File: config.mk
export PLATFORM = sky130hd
export DESIGN_NAME = custom_radix_number_parser
export DESIGN_NICKNAME = d
export VERILOG_FILES = /design/src/rtl/core/crnp_pkg.sv /design/src/rtl/core/crnp_alphabet.sv /design/src/rtl/core/crnp_parse_core.sv /design/src/rtl/core/custom_radix_number_parser.sv
export SDC_FILE = /design/constraint.sdc
export NUM_CORES = 2
export LEC_CHECK = 0
export BUFFER_PORTS_ARGS = -buffer_cell sky130_fd_sc_hd__buf_4
export CAP_MARGIN = 20
export CORE_MARGIN = 5
export CORE_UTILIZATION = 42
export CTS_CLUSTER_DIAMETER = 50
export DETAILED_ROUTE_END_ITERATION = 12
export GPL_TIMING_DRIVEN = 0
export SKIP_LAST_GASP = 1
export SYNTH_ARGS = -nofsm -noshare
export SYNTH_HDL_FRONTEND = slang
export SYNTH_SLANG_ARGS = --single-unit
File: constraint.sdc
create_clock -name clk -period 9.5 [get_ports clk]
set_clock_uncertainty 0.15 [all_clocks]
set_input_delay 0.95 -clock clk [delete_from_list [all_inputs] [get_ports clk]]
set_output_delay 0.95 -clock clk [all_outputs]
set_load 0.02 [all_outputs]
File: src/rtl/core/crnp_pkg.sv
// ============================================================================
// crnp_pkg: shared definitions for the custom radix number parser
// Character codes, configuration register indexes, fixed field widths, the
// alphabet lookup result bundle and the character class helpers.
// ============================================================================
package crnp_pkg;

    // Fixed storage: two 64-bit registers of eight byte-wide symbols each.
    localparam int SYMBOL_W   = 8;
    localparam int SYMBOL_CAP = 16;
    localparam int DIGIT_W    = 4;
    localparam int LEN_W      = 5;
    localparam int CFG_W      = 64;
    localparam int CFG_IDX_W  = 2;

    // Defaults for the top-level parameters.
    localparam int MAX_SYMBOLS_DEFAULT = 16;
    localparam int VALUE_WIDTH_DEFAULT = 32;

    // Configuration register indexes.
    localparam logic [CFG_IDX_W-1:0] CFG_ALPHA_LOW  = 2'd0;
    localparam logic [CFG_IDX_W-1:0] CFG_ALPHA_HIGH = 2'd1;
    localparam logic [CFG_IDX_W-1:0] CFG_BASE_LEN   = 2'd2;

    // Character codes.
    localparam logic [SYMBOL_W-1:0] CHAR_NUL     = 8'd0;
    localparam logic [SYMBOL_W-1:0] CHAR_SPACE   = 8'd32;
    localparam logic [SYMBOL_W-1:0] CHAR_PLUS    = 8'd43;
    localparam logic [SYMBOL_W-1:0] CHAR_MINUS   = 8'd45;
    localparam logic [SYMBOL_W-1:0] CHAR_CTRL_LO = 8'd9;
    localparam logic [SYMBOL_W-1:0] CHAR_CTRL_HI = 8'd13;

    // Result of the alphabet analysis and the digit lookup of one byte.
    typedef struct packed {
        logic               ok;
        logic               hit;
        logic [DIGIT_W-1:0] digit;
        logic [LEN_W-1:0]   radix;
    } alpha_info_t;

    // Space or one of the control bytes from tab to carriage return.
    function automatic logic is_blank(input logic [SYMBOL_W-1:0] c);
        return (c == CHAR_SPACE) || ((c >= CHAR_CTRL_LO) && (c <= CHAR_CTRL_HI));
    endfunction

    function automatic logic is_sign(input logic [SYMBOL_W-1:0] c);
        return (c == CHAR_PLUS) || (c == CHAR_MINUS);
    endfunction

endpackage

File: src/rtl/core/crnp_alphabet.sv
// ============================================================================
// crnp_alphabet: alphabet check and digit lookup
// Finds the symbols in use, checks the alphabet for validity and returns the
// lowest position that holds the current byte, all in parallel compares.
// ============================================================================
module crnp_alphabet #(
    parameter int MAX_SYMBOLS = crnp_pkg::MAX_SYMBOLS_DEFAULT
) (
    input  logic [crnp_pkg::CFG_W-1:0]    alphabet_low,
    input  logic [crnp_pkg::CFG_W-1:0]    alphabet_high,
    input  logic [crnp_pkg::LEN_W-1:0]    base_len,
    input  logic [crnp_pkg::SYMBOL_W-1:0] char_byte,
    output crnp_pkg::alpha_info_t         info
);

    logic [crnp_pkg::SYMBOL_CAP-1:0][crnp_pkg::SYMBOL_W-1:0] symbols;
    logic [crnp_pkg::LEN_W-1:0] n_clamp;
    logic [MAX_SYMBOLS-1:0]     active;
    logic [crnp_pkg::LEN_W-1:0] alpha_len;
    logic                       alive;
    logic                       bad_symbol;
    logic                       hit;
    logic [crnp_pkg::DIGIT_W-1:0] digit;

    // Symbol k sits in byte k of the concatenated registers.
    assign symbols = {alphabet_high, alphabet_low};

    // A radix above the symbol capacity is treated as the capacity.
    assign n_clamp = (base_len > crnp_pkg::LEN_W'(MAX_SYMBOLS))
                   ? crnp_pkg::LEN_W'(MAX_SYMBOLS) : base_len;

    // The alphabet ends at base_len or at the first zero symbol.
    always_comb
    begin
        alive = 1'b1;
        for (int k = 0; k < MAX_SYMBOLS; k++)
        begin
            alive = alive && (crnp_pkg::LEN_W'(k) < n_clamp) && (symbols[k] != '0);
            active[k] = alive;
        end
    end

    assign alpha_len = crnp_pkg::LEN_W'($countones(active));

    // Invalid when a sign or blank is present or a symbol repeats.
    always_comb
    begin
        bad_symbol = 1'b0;
        for (int i = 0; i < MAX_SYMBOLS; i++)
        begin
            if (active[i] && (crnp_pkg::is_sign(symbols[i]) ||
                              crnp_pkg::is_blank(symbols[i])))
            begin
                bad_symbol = 1'b1;
            end
            for (int j = i + 1; j < MAX_SYMBOLS; j++)
            begin
                if (active[j] && (symbols[i] == symbols[j]))
                begin
                    bad_symbol = 1'b1;
                end
            end
        end
    end

    // Lowest matching position wins. Active symbols are never zero, so a
    // zero byte never matches.
    always_comb
    begin
        hit   = 1'b0;
        digit = '0;
        for (int k = MAX_SYMBOLS - 1; k >= 0; k--)
        begin
            if (active[k] && (symbols[k] == char_byte))
            begin
                hit   = 1'b1;
                digit = crnp_pkg::DIGIT_W'(k);
            end
        end
    end

    always_comb
    begin
        info.ok    = (alpha_len >= crnp_pkg::LEN_W'(2)) && !bad_symbol;
        info.hit   = hit;
        info.digit = digit;
        info.radix = alpha_len;
    end

endmodule

File: src/rtl/core/crnp_parse_core.sv
// ============================================================================
// crnp_parse_core: parse state, accumulator and result register
// Steps the skip, sign, digit and ignore phases once per byte, does the
// multiply-add on each digit and captures the result on a zero byte.
// ============================================================================
module crnp_parse_core #(
    parameter int VALUE_WIDTH = crnp_pkg::VALUE_WIDTH_DEFAULT
) (
    input  logic                          clk,
    input  logic                          rst_n,
    input  logic                          step,
    input  logic [crnp_pkg::SYMBOL_W-1:0] char_byte,
    input  crnp_pkg::alpha_info_t         info,
    input  logic                          out_stall,
    output logic                          out_valid,
    output logic [VALUE_WIDTH-1:0]        result_value,
    output logic                          result_ok,
    output logic                          result_busy
);

    typedef enum logic [3:0] {
        PH_SKIP   = 4'b0001,
        PH_SIGN   = 4'b0010,
        PH_DIGIT  = 4'b0100,
        PH_IGNORE = 4'b1000
    } phase_t;

    phase_t                 phase_reg, phase_next;
    logic                   negate_reg, negate_next;
    logic [VALUE_WIDTH-1:0] acc_reg, acc_next;
    logic                   out_valid_reg, out_valid_next;
    logic [VALUE_WIDTH-1:0] value_reg, value_next;
    logic                   ok_reg, ok_next;
    logic [VALUE_WIDTH-1:0] radix_ext;
    logic [VALUE_WIDTH-1:0] acc_mac;
    logic [VALUE_WIDTH-1:0] acc_signed;
    logic                   res_load;

    // One digit: accumulator times radix plus digit, wrapping.
    assign radix_ext  = VALUE_WIDTH'(info.radix);
    assign acc_mac    = (acc_reg * radix_ext) + VALUE_WIDTH'(info.digit);
    assign acc_signed = negate_reg ? ('0 - acc_reg) : acc_reg;

    // The result register is full and held by the receiver.
    assign result_busy = out_valid_reg && out_stall;

    // Phase transitions and accumulator update.
    always_comb
    begin
        phase_next  = phase_reg;
        negate_next = negate_reg;
        acc_next    = acc_reg;
        res_load    = 1'b0;
        if (step)
        begin
            if (char_byte == crnp_pkg::CHAR_NUL)
            begin
                res_load    = 1'b1;
                phase_next  = PH_SKIP;
                negate_next = 1'b0;
                acc_next    = '0;
            end
            else
            begin
                case (phase_reg)
                    PH_SKIP, PH_SIGN:
                    begin
                        if (!((phase_reg == PH_SKIP) && crnp_pkg::is_blank(char_byte)))
                        begin
                            if (crnp_pkg::is_sign(char_byte))
                            begin
                                negate_next = negate_reg ^ (char_byte == crnp_pkg::CHAR_MINUS);
                                phase_next  = PH_SIGN;
                            end
                            else if (info.hit)
                            begin
                                acc_next   = acc_mac;
                                phase_next = PH_DIGIT;
                            end
                            else
                            begin
                                phase_next = PH_IGNORE;
                            end
                        end
                    end
                    PH_DIGIT:
                    begin
                        if (info.hit)
                        begin
                            acc_next = acc_mac;
                        end
                        else
                        begin
                            phase_next = PH_IGNORE;
                        end
                    end
                    PH_IGNORE:
                    begin
                        phase_next = PH_IGNORE;
                    end
                    default:
                    begin
                        phase_next = PH_SKIP;
                    end
                endcase
            end
        end
    end

    // Result register: loads on a zero byte, holds while stalled.
    assign out_valid_next = res_load || result_busy;
    assign value_next     = res_load ? (info.ok ? acc_signed : '0) : value_reg;
    assign ok_next        = res_load ? info.ok : ok_reg;

    // Control state.
    always_ff @(posedge clk or negedge rst_n)
    begin
        if (!rst_n)
        begin
            phase_reg     <= PH_SKIP;
            negate_reg    <= 1'b0;
            acc_reg       <= '0;
            out_valid_reg <= 1'b0;
        end
        else
        begin
            phase_reg     <= phase_next;
            negate_reg    <= negate_next;
            acc_reg       <= acc_next;
            out_valid_reg <= out_valid_next;
        end
    end

    // Result payload.
    always_ff @(posedge clk)
    begin
        value_reg <= value_next;
        ok_reg    <= ok_next;
    end

    assign out_valid    = out_valid_reg;
    assign result_value = value_reg;
    assign result_ok    = ok_reg;

endmodule

File: src/rtl/core/custom_radix_number_parser.sv
// ============================================================================
// custom_radix_number_parser: signed integer parser with a configured alphabet
// Takes one string byte per transaction and emits one value per zero byte.
// A zero byte passes the input register and then loads the result register,
// which offers its value; a held result keeps the zero byte in the input register.
// Throughput: one byte per cycle unless a zero byte waits on a held result,
// set by the single-step phase and multiply-add update of the accumulator.
// Reset clears the configuration registers, the parse state and both valids.
// ============================================================================
module custom_radix_number_parser #(
    parameter int MAX_SYMBOLS = crnp_pkg::MAX_SYMBOLS_DEFAULT,
    parameter int VALUE_WIDTH = crnp_pkg::VALUE_WIDTH_DEFAULT
) (
    input  logic                           clk,
    input  logic                           rst_n,
    input  logic                           cfg_write,
    input  logic [crnp_pkg::CFG_IDX_W-1:0] cfg_index,
    input  logic [crnp_pkg::CFG_W-1:0]     cfg_data,
    input  logic                           in_valid,
    output logic                           in_stall,
    input  logic [crnp_pkg::SYMBOL_W-1:0]  char_in,
    output logic                           out_valid,
    input  logic                           out_stall,
    output logic signed [VALUE_WIDTH-1:0]  value,
    output logic                           base_valid
);

    logic [crnp_pkg::CFG_W-1:0]    alpha_low_reg;
    logic [crnp_pkg::CFG_W-1:0]    alpha_high_reg;
    logic [crnp_pkg::LEN_W-1:0]    base_len_reg;
    logic                          s1_valid_reg, s1_valid_next;
    logic [crnp_pkg::SYMBOL_W-1:0] char_reg;
    logic                          s1_zero;
    logic                          step;
    logic                          accept;
    logic                          result_busy;
    logic [VALUE_WIDTH-1:0]        result_value;
    crnp_pkg::alpha_info_t         info;

    // Configuration registers.
    always_ff @(posedge clk or negedge rst_n)
    begin
        if (!rst_n)
        begin
            alpha_low_reg  <= '0;
            alpha_high_reg <= '0;
            base_len_reg   <= '0;
        end
        else if (cfg_write)
        begin
            case (cfg_index)
                crnp_pkg::CFG_ALPHA_LOW:  alpha_low_reg  <= cfg_data;
                crnp_pkg::CFG_ALPHA_HIGH: alpha_high_reg <= cfg_data;
                crnp_pkg::CFG_BASE_LEN:   base_len_reg   <= cfg_data[crnp_pkg::LEN_W-1:0];
                default:                  ;
            endcase
        end
    end

    // Input register: the byte moves on unless it is a zero byte and the
    // result register is still held.
    assign s1_zero       = (char_reg == crnp_pkg::CHAR_NUL);
    assign step          = s1_valid_reg && !(s1_zero && result_busy);
    assign in_stall      = s1_valid_reg && !step;
    assign accept        = in_valid && !in_stall;
    assign s1_valid_next = accept || (s1_valid_reg && !step);

    always_ff @(posedge clk or negedge rst_n)
    begin
        if (!rst_n)
        begin
            s1_valid_reg <= 1'b0;
        end
        else
        begin
            s1_valid_reg <= s1_valid_next;
        end
    end

    always_ff @(posedge clk)
    begin
        if (accept)
        begin
            char_reg <= char_in;
        end
    end

    // Alphabet analysis and digit lookup of the held byte.
    crnp_alphabet #(
        .MAX_SYMBOLS (MAX_SYMBOLS)
    ) u_alphabet (
        .alphabet_low  (alpha_low_reg),
        .alphabet_high (alpha_high_reg),
        .base_len      (base_len_reg),
        .char_byte     (char_reg),
        .info          (info)
    );

    // Parse state and result register.
    crnp_parse_core #(
        .VALUE_WIDTH (VALUE_WIDTH)
    ) u_core (
        .clk          (clk),
        .rst_n        (rst_n),
        .step         (step),
        .char_byte    (char_reg),
        .info         (info),
        .out_stall    (out_stall),
        .out_valid    (out_valid),
        .result_value (result_value),
        .result_ok    (base_valid),
        .result_busy  (result_busy)
    );

    assign value = $signed(result_value);

    // A zero byte that moves on always produces a result in the next cycle.
    assert property (@(posedge clk) disable iff (!rst_n)
        (step && s1_zero) |=> out_valid)
    else $error("zero byte did not produce a result");

    // No result appears without a zero byte moving on.
    assert property (@(posedge clk) disable iff (!rst_n)
        (!out_valid && !(step && s1_zero)) |=> !out_valid)
    else $error("result appeared without a zero byte");

    // An invalid alphabet always reports a zero value.
    assert property (@(posedge clk) disable iff (!rst_n)
        (out_valid && !base_valid) |-> (result_value == '0))
    else $error("nonzero value with invalid alphabet");

endmodule

==> results.md <==
- Post-DP HPWL: 92100 um
- Placed cell count: 4277
- Ys Warns: 0
- GR Util met1: 42.1%
- Pre-CTS setup slack: -1.98 ns
- Violated checks: negative setup slack
- Post-synthesis sequential area ratio: 19.3%
- Vias/cell: 6.14
- Syn_nets: 3534
- Starting Density: 42.5%
- Cell count after synthesis: approximately 3300
- Total Wirelength: 131000 um
- Crit path DAT: 9.93 ns
- Most used DFF post-synth: dfrtp_1
- WL/cell: just under 30 um
- Pins Over Slew Limit: 0
- Area of the mapped netlist: 28700 um2
- DRT iter0 DRCs: 3309
- Most frequent cells in the layout: xor2_1, xnor2_1, buf_4
- CTS clk-pin slew, worst paths: roughly 0.050 ns
- Reg2Reg Depth: 35
- Largest net degree at the start of global routing: 104
- Met2 Resource Use GR: 51.9%
- Remaining antenna violation count after routing: 0
- Overflow after GRT: 0
- Initial antenna violation count: 2
- Root Buffer: clkbuf_16
- Post-synth EDFFs: 41
- Vias in the first global route: 26800
- Io pins: 114
- CTS Buffer Depth: 3
- FF+latch count, synth: 213
- Maxcap violations: 0
- Critical Path Slowest Stage Cell: fa_2
- All-Layer GR Usage: 34.3%
- Syn-to-layout area delta: 18.3%
- Final period util: 101%
- Worst-Margin Slew: 1.26 ns
- First-pass GRT wire length: between 150000 and 200000 um
- Final min period: 9.61 ns
- Crit end category: flip-flop
- Finished Layout Cells: 4423
- GR peak layer: met2
- Site Rows: between 90 and 100
- Leakage Power: 0.0137 uW
- Core box area: approximately 67000 um2
- GR Util met3: ~8.4%
- Sequential cell area: ~5600 um2
- Worst R2R End: u_core.acc_reg[31]$_DFFE_PN0P_
- Cell variety after synth: slightly below 80
- Drt first pass iters: 5
- Port Buffers: 113
- Hold Fails Final Rpt: 0
- Nets: 3766
- DRC errors left: 0
- Async set-reset flop share out of synthesis: 80.8%
- Die area: 73600 um2
- RR Startpoint: alpha_low_reg[11]$_DFFE_PN0P_
- Area of the multi-input gates: about 22000 um2
- Tightest Hold Check Type: primary input to asynchronous set/reset pin
- Clk_lat worst skew: 0.59 ns
- Vias: 27100
- Final setup vio count: 2
- Startpoint type of the worst setup path: flip-flop
- WS Path Type: flip-flop to flip-flop
- Fmax achieved: 0.104 GHz
- FF-to-FF setup slack: -0.11 ns
- Fillers: 6423
- Setup WS post-layout: -0.112 ns
- CP max stage delay: 0.56 ns
- Worst slew margin: 16.2%
- Die Y: 271 um
- Synth Area per Inst: 8.73 um2
- Status: finished with violations
- Maximum vdd drop: 0.000760 V
- TritonCTS clock tree: yes
- RSZ-0062 raised after global routing: true
- Setup TNS: -0.137 ns
- Clock Sinks: 213
- Layout cell share with drive strength beyond 1: between 20% and 30%
- Die Wd: 271 um
- Data required, critical path: 9.82 ns
- Total CTS buffers: 44
- Commonest non-fill, non-tap cell in the layout: xor2_1
- Depth of the CTS H-tree: 2
- Total Power: 9820 uW
- Critical path fanouts, max: 6
- PwrDens: about 290 nW/um2
- Routability cong.: 1.06
[cells in the mapped netlist, types with 90 or more instances]
cell type,instances,area (um2)
nor2_1,109,409
dfrtp_1,171,4280
mux2_2,129,1450
nor4_1,172,1080
nand4_1,143,895
nand2_1,179,672
buf_2,187,936
xnor2_1,550,4820
clkbuf_1,90,338
xor2_1,613,5370
fa_1,97,1940
inv_1,103,387
[worst max-delay path, delay by kind of cell, from the launching register on]
| family | cells | cell delay [ns] |
|---|---|---|
| flip-flops | 1 | 0.39 |
| buffers and inverters | 9 | 0.83 |
| adder cells (fa/ha/maj) | 11 | 4.43 |
| AND/OR/NAND/NOR | 10 | 2.44 |
| AO/OA/AOI/OAI | 4 | 1.07 |
| XOR/XNOR | 1 | 0.16 |
[layout make-up]
cell class / count / share of cell area (%)
buffer: 354 / 5.77
antenna: 1 / 0.00738
inverter: 104 / 1.18
multi-input combinational: 2601 / 64.3
clock inverter: 28 / 0.812
tap: 873 / 3.22
timing repair buffer: 196 / 4.77
clock buffer: 53 / 3.53
sequential: 213 / 16.4
[power by group]
part | switching [uW] | internal, uW | leakage (uW)
Clock | 601 | 945 | 0.000697
Sequential | 113 | 1060 | 0.00242
Combinational | 4430 | 2680 | 0.0106
Total | 5150 | 4680 | 0.0137
[repair_timing]
| item | CTS | global route |
|---|---|---|
| gates cloned | 0 | 0 |
| pin swaps | 62 | 41 |
| buffers inserted | 58 | 16 |
| gates resized for setup | 194 | 47 |
| setup endpoints to repair | 26 | 10 |
| hold buffers | 0 | 0 |
[logic make-up (layout without fill, tap and decap cells)]
| kind of cell | count (synthesis) | count (layout) | synth area share (%) |
|---|---|---|---|
| flops | 213 | 213 | 19.3 |
| xor+xnor | 1163 | 1163 | 35.5 |
| mux | 131 | 131 | 5.14 |
| simple gates | 836 | 836 | 15.7 |
| buf+inv | 468 | 735 | 7.02 |
| fa+ha+maj | 173 | 173 | 10.1 |
| compound gates | 298 | 298 | 7.16 |
| other cells | 0 | 1 | 0 |
[worst max-delay path by stage]
stage | slack [ns] | to | startpoint
floorplan | 0.004 | u_core.acc_reg[31]$_DFFE_PN0P_ | alpha_low_reg[10]$_DFFE_PN0P_
global placement | -2.21 | u_core.acc_reg[31]$_DFFE_PN0P_ | alpha_low_reg[59]$_DFFE_PN0P_
detailed placement | -1.98 | u_core.acc_reg[31]$_DFFE_PN0P_ | alpha_low_reg[62]$_DFFE_PN0P_
CTS | -0.13 | u_core.acc_reg[31]$_DFFE_PN0P_ | alpha_low_reg[15]$_DFFE_PN0P_
global route | -0.29 | u_core.acc_reg[31]$_DFFE_PN0P_ | alpha_low_reg[11]$_DFFE_PN0P_
finish | -0.11 | u_core.acc_reg[31]$_DFFE_PN0P_ | alpha_low_reg[11]$_DFFE_PN0P_
[through the flow]
stage               cell area, um2  hold WS [ns]  utilization [%]
global placement             30700         0.378             45.6
floorplan                    28800         0.332                -
detailed placement           30900         0.388             45.8
global route                 33900         0.227             50.3
finish                       33900         0.176             50.3
CTS                          33500         0.201             49.8
[routing by layer]
metal | vias to the layer above | wire length (um)
met5 | - | 13
met4 | 2 | 12400
met3 | 634 | 14700
met2 | 1976 | 55400
met1 | 13000 | 48800
li1 | 11500 | -
Power figures use the tool's default switching activity.
